### src/sv/rrm_ram.sv
`timescale 1ns / 1ps
// ----------------------------------------------------------------------------
// rrm_ram
// Simple dual-port RAM, one write port, one registered read port.
// ----------------------------------------------------------------------------
module rrm_ram #(
  parameter int W     = 32,
  parameter int DEPTH = 64,
  localparam int AW   = (DEPTH > 1) ? $clog2(DEPTH) : 1
) (
  input  logic          clk,
  input  logic          we,
  input  logic [AW-1:0] waddr,
  input  logic [W-1:0]  wdata,
  input  logic [AW-1:0] raddr,
  output logic [W-1:0]  rdata
);

  logic [W-1:0] mem [DEPTH];

  always_ff @(posedge clk) begin
    if (we) begin
      mem[waddr] <= wdata;
    end
    rdata <= mem[raddr];
  end

endmodule

### config.mk
export PLATFORM = sky130hd
export DESIGN_NAME = rrm_ram
export DESIGN_NICKNAME = d
export VERILOG_FILES = /design/src/sv/rrm_ram.sv
export SDC_FILE = /design/constraint.sdc
export NUM_CORES = 2
export LEC_CHECK = 0
export CAP_MARGIN = 20
export CELL_PAD_IN_SITES_DETAIL_PLACEMENT = 0
export CELL_PAD_IN_SITES_GLOBAL_PLACEMENT = 2
export CORE_MARGIN = 5
export CORE_UTILIZATION = 47
export DETAILED_ROUTE_END_ITERATION = 6
export DONT_BUFFER_PORTS = 1
export PLACE_DENSITY = 0.76
export SLEW_MARGIN = 25
export SYNTH_ARGS = -nofsm -noshare
export SYNTH_HDL_FRONTEND = slang
export SYNTH_SLANG_ARGS = --single-unit
### constraint.sdc
create_clock -name clk -period 3.8 [get_ports clk]
set_clock_uncertainty 0.2 [all_clocks]
set_input_delay 0.38 -clock clk [delete_from_list [all_inputs] [get_ports clk]]
set_output_delay 0.38 -clock clk [all_outputs]
set_load 0.005 [all_outputs]
==> flow_summary.yaml <==
yosys:
  yosys_warnings: 0
  synth-main-ff-cell: "edfxtp_1"
  ys_async_sr_fraction: 0
  synth_largest_area_cell: "edfxtp_1"
  synth_top_area_frac: 0.783
  yosys.area_share.adder: 0
  synth.area.top_cells: "edfxtp_1, mux4_2, mux2i_1"
  yosysMostFrequentCell: "edfxtp_1"
  syn_inst: 3324
  synth_top_family_by_area: "multiplexers"
  synth_commonest_cells: "edfxtp_1, mux4_2, nor2_1"
  synth-xor-area-share: 0
  yosys.area_share.simple: 0.0127
  synth_edf_count: 2048
  ys_types: 34
  ys_seq_area_frac: 0.791
  syn_area_sq_mm: 0.0785
  synth_compound_area_frac: 0.0167
  synth_seq_cells: 2080
  syn_nets: 3370
  avgSynthCellArea_sq_um: 23.6
  synth_mux_area_frac: 0.168
finish:
  nFillCells: 12428
  drive_above_1_share: 0.280
  area_growth_pct: 14.6
  fin_util: 0.540
  nets: 3591
floorplan:
  die_area_sq_mm: 0.175
  pin_count: 78
  die_w_um: 419
  rows: 150
  fp.coreArea_sq_mm: 0.167
  die_height_um: 419
  start_util: 0.471
critical_path:
  worstSetupEndpointType: "register"
  worst-setup-path-type: "primary input to register"
  path_delay_family: "buffers and inverters"
  cp.arrival_ns: 4.00
  reg2reg_from: "mem[15][30]"
  crit_start: "raddr[0]"
  worstPathRequired_ns: 4.32
  crit_slowest_cell: "dlygate4sd3_1"
  cp_max_fo: 102
  critPathMaxStageDelay_ns: 0.59
  cp_cell_sequence: "buf_16, buf_16, buf_16, mux4_2, mux2i_1, a21oi_1, a21oi_1, dlygate4sd3_1, nor2_1, dlygate4sd3_1"
  cp_num_buf_inv: 5
  path_common_cell: "buf_16"
  worst_setup_path_start_kind: "primary input"
cts:
  clk_pin_slew_worst_paths_ns: 0.06
  cts.sinks: 2080
  h-tree-depth: 4
  numCtsBuffers: 203
  root_buffer: "clkbuf_16"
  clock_path_buffers: 3
  insertion_delay_ns: 0.84
  cts_resized: 0
  cts_tree: "done"
place:
  place_congestion: 0.751
  io_buffers: 0
  hpwlAfterDp_mm: 99.2
timing:
  fin_crit_ns: 3.48
  maxSlewViolCount: 0
  finalHoldViolations: 0
  setup_viol: 0
  worst_slew_pin_slew_ns: 1.41
  setup-tns-final_ns: 0
  slew_headroom: 0.0613
  grt_setup_unrepaired: "false"
  max_freq_mhz: 288
  fin_crit_sh: 0.915
run_status:
  status: "completed"
power:
  vdd_drop_max_mv: 0.506
  leakagePower_nw: 27.8
  power.density_mw_per_mm2: 523
detailed_routing:
  num_vias: 36648
  wirelength_mm: 196
  drt-initial-drc-count: 4730
  drtPass1Iterations: 5
  drc: 0
  vias_per_cell: 6.19
  postRouteAntennaNets: 0
  wl_per_cell_um: 33.0
global_route:
  grt_max_degree: 514
  grt_use_total: 0.225
  grt_pass1_wl_mm: 279
  grt_pass1_vias: 37183
  antenna_found_initial: 4
  grt_overflow: 0
hold_path:
  hold_start: "raddr[3]"
  hp-class: "primary input to register"
run:
  max-cap-violations: 0
layout make-up:
type | instances | area, sq um | share of cell area
clock buffer | 268 | 5390 | 0.0599
timing repair buffer | 198 | 2690 | 0.0299
tap | 2204 | 2760 | 0.0306
sequential | 2080 | 62100 | 0.690
multi-input combinational | 1062 | 16000 | 0.177
clock inverter | 106 | 1050 | 0.0117
antenna | 4 | 10.0 | 0.000111
kinds of logic after synthesis:
logic type	Yosys count
compound gates	202
simple gates	223
flops	2080
buf+inv	182
mux	637
sequential cells by signal, indices dropped and copies added (netlist names):
signal and count:
mem 2048, rdata 32
layer usage:
metal  track usage  routed length, um  up-vias
met5             0                  0        -
met4        0.0582               5100        0
met3        0.0372              15100      293
met2         0.361              95300     1637
met1         0.326              80200    19967
li1              -                  -    14751
repair_timing:
action                                 in CTS  in global routing
endpoints found under the hold margin    2148                  3
setup endpoints to repair                   0                  6
hold buffers                               90                  3
setup buffers                               0                  2
per-stage QoR:
step | power [mW] | hold slack, ns | setup slack, ns | cell area, sq um | instances
5_1_grt | 48.5 | 0.00497 | 0.0561 | 90000 | 5920
4_1_cts | 47.2 | 0.00232 | 0.846 | 89800 | 5906
3_5_place_dp | 27.4 | 0.285 | 0.660 | 81800 | 5442
3_3_place_gp | 27.3 | 0.285 | 0.603 | 81800 | 5442
2_1_floorplan | 27.2 | 0.279 | 0.0602 | 78500 | 3324
6_report | 47.1 | 0.00133 | 0.322 | 90000 | 5922
power by group:
group          switching (mW)  total, mW  internal (mW)
sequential              0.135       25.5           25.4
clock                    8.51       19.4           10.9
combinational            1.17       2.10          0.929
total                    9.82       47.1           37.2
final timing paths:
path,to,slack [ns],cells past startpoint
setup / recovery,rdata[21],0.32,10
hold / removal,rdata[0],0.001,3
setup reg to reg,rdata[30],0.83,5
hold reg to reg,rdata[20],0.60,4
placed cells by master (no fill, tap or decap), types with 26 or more instances in the layout:
cell	count
clkbuf_1	58
a21oi_1	62
buf_16	40
dfxtp_1	32
mux2i_1	93
edfxtp_1	2048
nand2_1	26
nor2_1	75
dlygate4sd3_1	56
buf_4	82
nor2_4	62
o22ai_1	84
clkbuf_16	205
o221ai_1	27
mux4_2	544
clkinv_2	36
clkinv_1	31
worst reg2reg max path, stage by stage, from the launching register on:
cell and delay [ns]:
edfxtp_1 0.37, mux4_2 0.48, mux4_2 0.53, o22ai_1 0.60, nor2_1 0.12, dlygate4sd3_1 0.58
(Power assumes the default switching activity.)
