[src/sv/rrm_pkg.sv]
`timescale 1ns / 1ps
// ----------------------------------------------------------------------------
// rrm_pkg
// Shared widths, codes and constants of the ring rate model Euler step.
// ----------------------------------------------------------------------------
package rrm_pkg;

  localparam int FRAC_BITS = 16;
  localparam int DATA_W    = 32;
  localparam int SLOT_W    = 6;
  localparam int CNT_W     = 7;
  localparam int IDX_W     = 2;
  localparam int STEP_W    = 31;
  localparam int ACC_W     = 56;

  typedef enum logic [1:0] {
    MODE_LOAD_POP  = 2'd0,
    MODE_LOAD_KERN = 2'd1,
    MODE_STEP      = 2'd2
  } mode_t;

  typedef enum logic [IDX_W-1:0] {
    REG_TIME_STEP    = 2'd0,
    REG_DRIVE_MEAN   = 2'd1,
    REG_DRIVE_SPREAD = 2'd2,
    REG_POPS_USED    = 2'd3
  } reg_idx_t;

  localparam logic [STEP_W-1:0] TIME_STEP_RST    = 31'd655;
  localparam logic [STEP_W-1:0] DRIVE_SPREAD_RST = 31'd65536;
  localparam logic [CNT_W-1:0]  POPS_USED_RST    = 7'd64;

  localparam logic [63:0] PI_SQ_Q28  = 64'd2649351758;
  localparam logic [31:0] PI_SQ      =
    32'((PI_SQ_Q28 + (64'd1 << (27 - FRAC_BITS))) >> (28 - FRAC_BITS));
  localparam logic [30:0] INV_PI_Q32 = 31'd1367130551;

  typedef struct packed {
    logic                     start;
    logic signed [ACC_W-1:0]  dividend;
    logic [CNT_W-1:0]         divisor;
  } div_req_t;

  typedef struct packed {
    logic                     busy;
    logic                     done;
    logic signed [ACC_W-1:0]  quotient;
  } div_rsp_t;

endpackage

[src/sv/rrm_div.sv]
`timescale 1ns / 1ps
// ----------------------------------------------------------------------------
// rrm_div
// Serial signed divider, four quotient bits per cycle, truncates toward zero.
// ----------------------------------------------------------------------------
module rrm_div
  import rrm_pkg::*;
(
  input  logic     clk,
  input  logic     rst,
  input  div_req_t req,
  output div_rsp_t rsp
);

  localparam int RADIX = 4;
  localparam int ITER  = ACC_W / RADIX;
  localparam int IW    = $clog2(ITER + 1);

  logic              busy;
  logic              done;
  logic              neg;
  logic [ACC_W-1:0]  mag;
  logic [CNT_W:0]    rem;
  logic [CNT_W-1:0]  dvs;
  logic [IW-1:0]     cnt;
  logic [ACC_W-1:0]  mag_next;
  logic [CNT_W:0]    rem_next;

  always_comb begin
    mag_next = mag;
    rem_next = rem;
    for (int k = 0; k < RADIX; k++) begin
      rem_next = {rem_next[CNT_W-1:0], mag_next[ACC_W-1]};
      mag_next = {mag_next[ACC_W-2:0], 1'b0};
      if (rem_next >= {1'b0, dvs}) begin
        rem_next    = rem_next - {1'b0, dvs};
        mag_next[0] = 1'b1;
      end
    end
  end

  always_ff @(posedge clk) begin
    if (rst) begin
      busy <= 1'b0;
      done <= 1'b0;
      cnt  <= '0;
    end else if (req.start) begin
      busy <= 1'b1;
      done <= 1'b0;
      cnt  <= '0;
      neg  <= req.dividend[ACC_W-1];
      mag  <= req.dividend[ACC_W-1] ? ACC_W'(-req.dividend) : ACC_W'(req.dividend);
      rem  <= '0;
      dvs  <= req.divisor;
    end else if (busy) begin
      mag <= mag_next;
      rem <= rem_next;
      cnt <= cnt + 1'b1;
      if (cnt == IW'(ITER - 1)) begin
        busy <= 1'b0;
        done <= 1'b1;
      end
    end
  end

  assign rsp.busy     = busy;
  assign rsp.done     = done;
  assign rsp.quotient = neg ? -$signed(mag) : $signed(mag);

endmodule

[config.mk]
export PLATFORM = sky130hd
export DESIGN_NAME = rrm_div
export DESIGN_NICKNAME = d
export VERILOG_FILES = /design/src/sv/rrm_pkg.sv /design/src/sv/rrm_div.sv
export SDC_FILE = /design/constraint.sdc
export NUM_CORES = 1
export LEC_CHECK = 0
export BUFFER_PORTS_ARGS = -buffer_cell sky130_fd_sc_hd__clkbuf_2
export CELL_PAD_IN_SITES_DETAIL_PLACEMENT = 0
export CELL_PAD_IN_SITES_GLOBAL_PLACEMENT = 2
export CORE_MARGIN = 3
export CORE_UTILIZATION = 34
export DETAILED_ROUTE_END_ITERATION = 6
export PLACE_DENSITY_LB_ADDON = 0.1
export SKIP_LAST_GASP = 1
export SYNTH_ARGS = -nofsm -noshare
export SYNTH_HDL_FRONTEND = slang
export SYNTH_SLANG_ARGS = --single-unit
[constraint.sdc]
create_clock -name clk -period 11.59 [get_ports clk]
set_input_delay 1.159 -clock clk [delete_from_list [all_inputs] [get_ports clk]]
set_output_delay 1.159 -clock clk [all_outputs]
set_load 0.01 [all_outputs]
==> flow_metrics.py <==
metrics = {
    "pwr": {
        "power_density_nw_per_um2": 350,
        "ir_worst_vdd_mv": 0.199,
        "leakage_uw": 0.00313,
    },
    "worst_setup_path": {
        "worst_path_most_repeated_cell": "o31a_1",
        "r2r_end": "rem[0]",
        "crit_path_end_kind": "flop",
        "critical_path_arrival_ps": 9380,
        "ff2ff_path_depth": 30,
        "worstReg2RegStart": "dvs[1]",
        "worstSetupPathType": "reg2reg",
        "cp.required_ps": 11680,
        "slowest_stage": "edfxtp_1",
        "path_max_fanout": 10,
        "r2r_setup_slack_ps": 2300,
        "cpPeakStageDelay_ps": 550,
        "startpoint_type": "flop",
        "crit_buf_inv": 1,
        "path_delay_family": "compound AO/OA/AOI/OAI gates",
    },
    "sta": {
        "relSlewSlack_pct": 26.3,
        "setup_violations": 0,
        "tns_ps": 0,
        "period_minus_slack_ps": 9290,
        "fin_skew_ps": 6.56,
        "worst_pin_slew_ps": 1110,
        "fmax_ghz": 0.108,
        "slew_viol_final": 0,
        "hold_viol_final": 0,
        "rsz0062_at_grt": "false",
        "timing.final.crit_share_pct": 80.2,
    },
    "clock_tree": {
        "htree_levels": 3,
        "root_buffer": "clkbuf_16",
        "hold_buffers": 0,
        "clk_latency_ps": 340,
        "clk_pin_slew_ps": 60,
        "cts_sinks": 77,
        "postCtsSetupBuffers": 0,
        "clockBufferDepth": 2,
        "numCtsBuffers": 9,
        "ctsResizeCount": 0,
        "cts_tree": "yes",
    },
    "floorplanning": {
        "fp.coreArea_um2": 19800,
        "initial_utilization_pct": 35.3,
        "die-height_um": 149,
        "fp.dieW_um": 149,
        "dieArea_um2": 22300,
        "placement_rows": 51,
        "ioPinCount": 124,
    },
    "placement": {
        "dp_hpwl_mm": 16.7,
        "place_congestion": 0.872,
        "io_buffers": 123,
        "dp_cells": 1163,
    },
    "synthesis": {
        "synth_ff_type": "edfxtp_1",
        "synth_area_per_cell_um2": 8.66,
        "synth_edf_count": 71,
        "synth-seq-cells": 77,
        "syn-num-nets": 907,
        "syn_inst": 805,
        "synth.most_common_cell": "nor2_1",
        "synthMuxAreaShare_pct": 2.08,
        "yosysTopAreaCell": "edfxtp_1",
        "synth_common_cells": "83 x nor2_1, 73 x a21oi_1, 71 x edfxtp_1",
        "synth_xor_area_share_pct": 14.9,
        "synth_seq_area_share_pct": 32.3,
        "synthTopCellsByArea": "edfxtp_1 31%, xnor2_1 7.5%, xor2_1 7.4%",
        "synth_area_um2": 6970,
        "synthArstFlopShare_pct": 0,
        "synth_compound_area_share_pct": 20.8,
        "yosys.area_share.simple_pct": 19.3,
        "ys_types": 67,
        "yosysWarningCount": 0,
        "synthDominantCellAreaShare_pct": 30.6,
        "synth_top_family_by_area": "compound AO/OA/AOI/OAI gates",
        "synthAdderAreaFrac_pct": 6.89,
    },
    "grt": {
        "grt_pass1_vias": 6176,
        "grt_max_degree": 88,
        "grt_pass1_wl_mm": 33.9,
        "grt_overflow": 0,
        "antenna_found_initial": 0,
        "grt_usage_pct": 19.3,
    },
    "final_layout": {
        "fill_cells": 2079,
        "synthToLayoutAreaGrowth_pct": 16.3,
        "antenna_cells": 0,
        "instances_no_fill": 1179,
        "drive_gt1_share_pct": 18.5,
        "layout.nets": 1011,
    },
    "outcome": {
        "outcome": "finished, final reports clean",
    },
    "worst_hold_path": {
        "worstHoldStart": "cnt[1]",
        "holdPathStages": 2,
        "min_path_type": "reg2reg",
        "hold_end": "cnt[1]",
    },
    "routing": {
        "via_count": 6373,
        "drt_iter0_markers": 366,
        "drtAntennaViolNets": 0,
        "routed_wirelength_mm": 21.7,
        "vias_per_cell": 5.41,
        "wire_per_inst_um": 18.4,
        "drc": 0,
        "drt-pass1-iter-count": 4,
    },
    "run": {
        "maxCapViolCount": 0,
    },
}
registers in the layout, indices dropped and copies added (netlist names):
register  flops
busy          1
cnt           4
done          1
dvs           7
mag          56
neg           1
rem           7
tightest hold or removal path: stages (launching register included):
cell       delay [ps]
dfxtp_1           330
nor2_1             80
a2111oi_0          60
power breakdown:
part | internal, µW | leakage [µW] | total, µW | switching (µW)
logic | 895 | 0.00226 | 2120 | 1220
registers | 394 | 0.000718 | 435 | 40.5
clock network | 165 | 0.000149 | 283 | 118
cell usage in the layout, fill, tap and decap left out, drive strengths merged, types with 10 or more instances in the layout:
| master | instances |
|---|---|
| a21oi | 73 |
| clkbuf | 134 |
| edfxtp | 71 |
| ha | 32 |
| inv | 35 |
| mux2i | 10 |
| nand2 | 60 |
| nand3 | 18 |
| nand4 | 10 |
| nor2 | 84 |
| nor2b | 10 |
| nor3 | 19 |
| o21ai | 53 |
| o31ai | 29 |
| o41ai | 13 |
| or2 | 10 |
| or3 | 18 |
| or4 | 12 |
| xnor2 | 60 |
| xor2 | 59 |
area by class of cell:
class	instances	area (µm²)	share of cell area (%)
flip-flops and latches	77	2250	27.8
clock buffers	12	268	3.30
inverters	33	124	1.53
multi-input cells	662	4470	55.1
repair buffers	126	641	7.90
well taps	265	332	4.09
clock inverters	4	26.3	0.324
worst max path at each step:
| stage | depth (start not counted) | slack [ps] | startpoint | end |
|---|---|---|---|---|
| global route | 30 | 1410 | dvs[1] | rem[0] |
| CTS | 30 | 2340 | dvs[1] | rem[0] |
| global placement | 30 | 2540 | dvs[1] | rem[0] |
| floorplan | 32 | 3550 | mag[55] | rem[0] |
| finish | 30 | 2300 | dvs[1] | rem[0] |
| detailed placement | 30 | 2390 | dvs[1] | rem[0] |
metal layers:
layer / global-route usage [%] / wire length (µm) / vias to the layer above / share of wire (%)
met5: 0 / 0 / - / 0
met3: 2.92 / 931 / 29 / 4.3
met1: 26.4 / 10100 / 2999 / 47
met2: 31.6 / 10200 / 177 / 47
li1: - / - / 3168 / -
met4: 5.54 / 414 / 0 / 1.9
stage by stage:
stage,cell area (µm²),worst slack [ps],util (%),power [µW],hold WS [ps]
6_report,8110,2300,41.0,2840,528
3_5_place_dp,7820,2390,39.5,2540,525
3_3_place_gp,7820,2540,39.5,2540,502
2_1_floorplan,6970,3550,-,2050,484
5_1_grt,8110,1410,41.0,3120,580
4_1_cts,8110,2340,41.0,2840,533
kinds of logic after synthesis:
logic type	after synthesis
DFF	77
adders and majority gates	36
muxes	14
buffers and inverters	66
and+or+nand+nor	271
xor gates and xnor gates	119
AOI/OAI and AO/OA	222
Power figures use the tool's default switching activity.
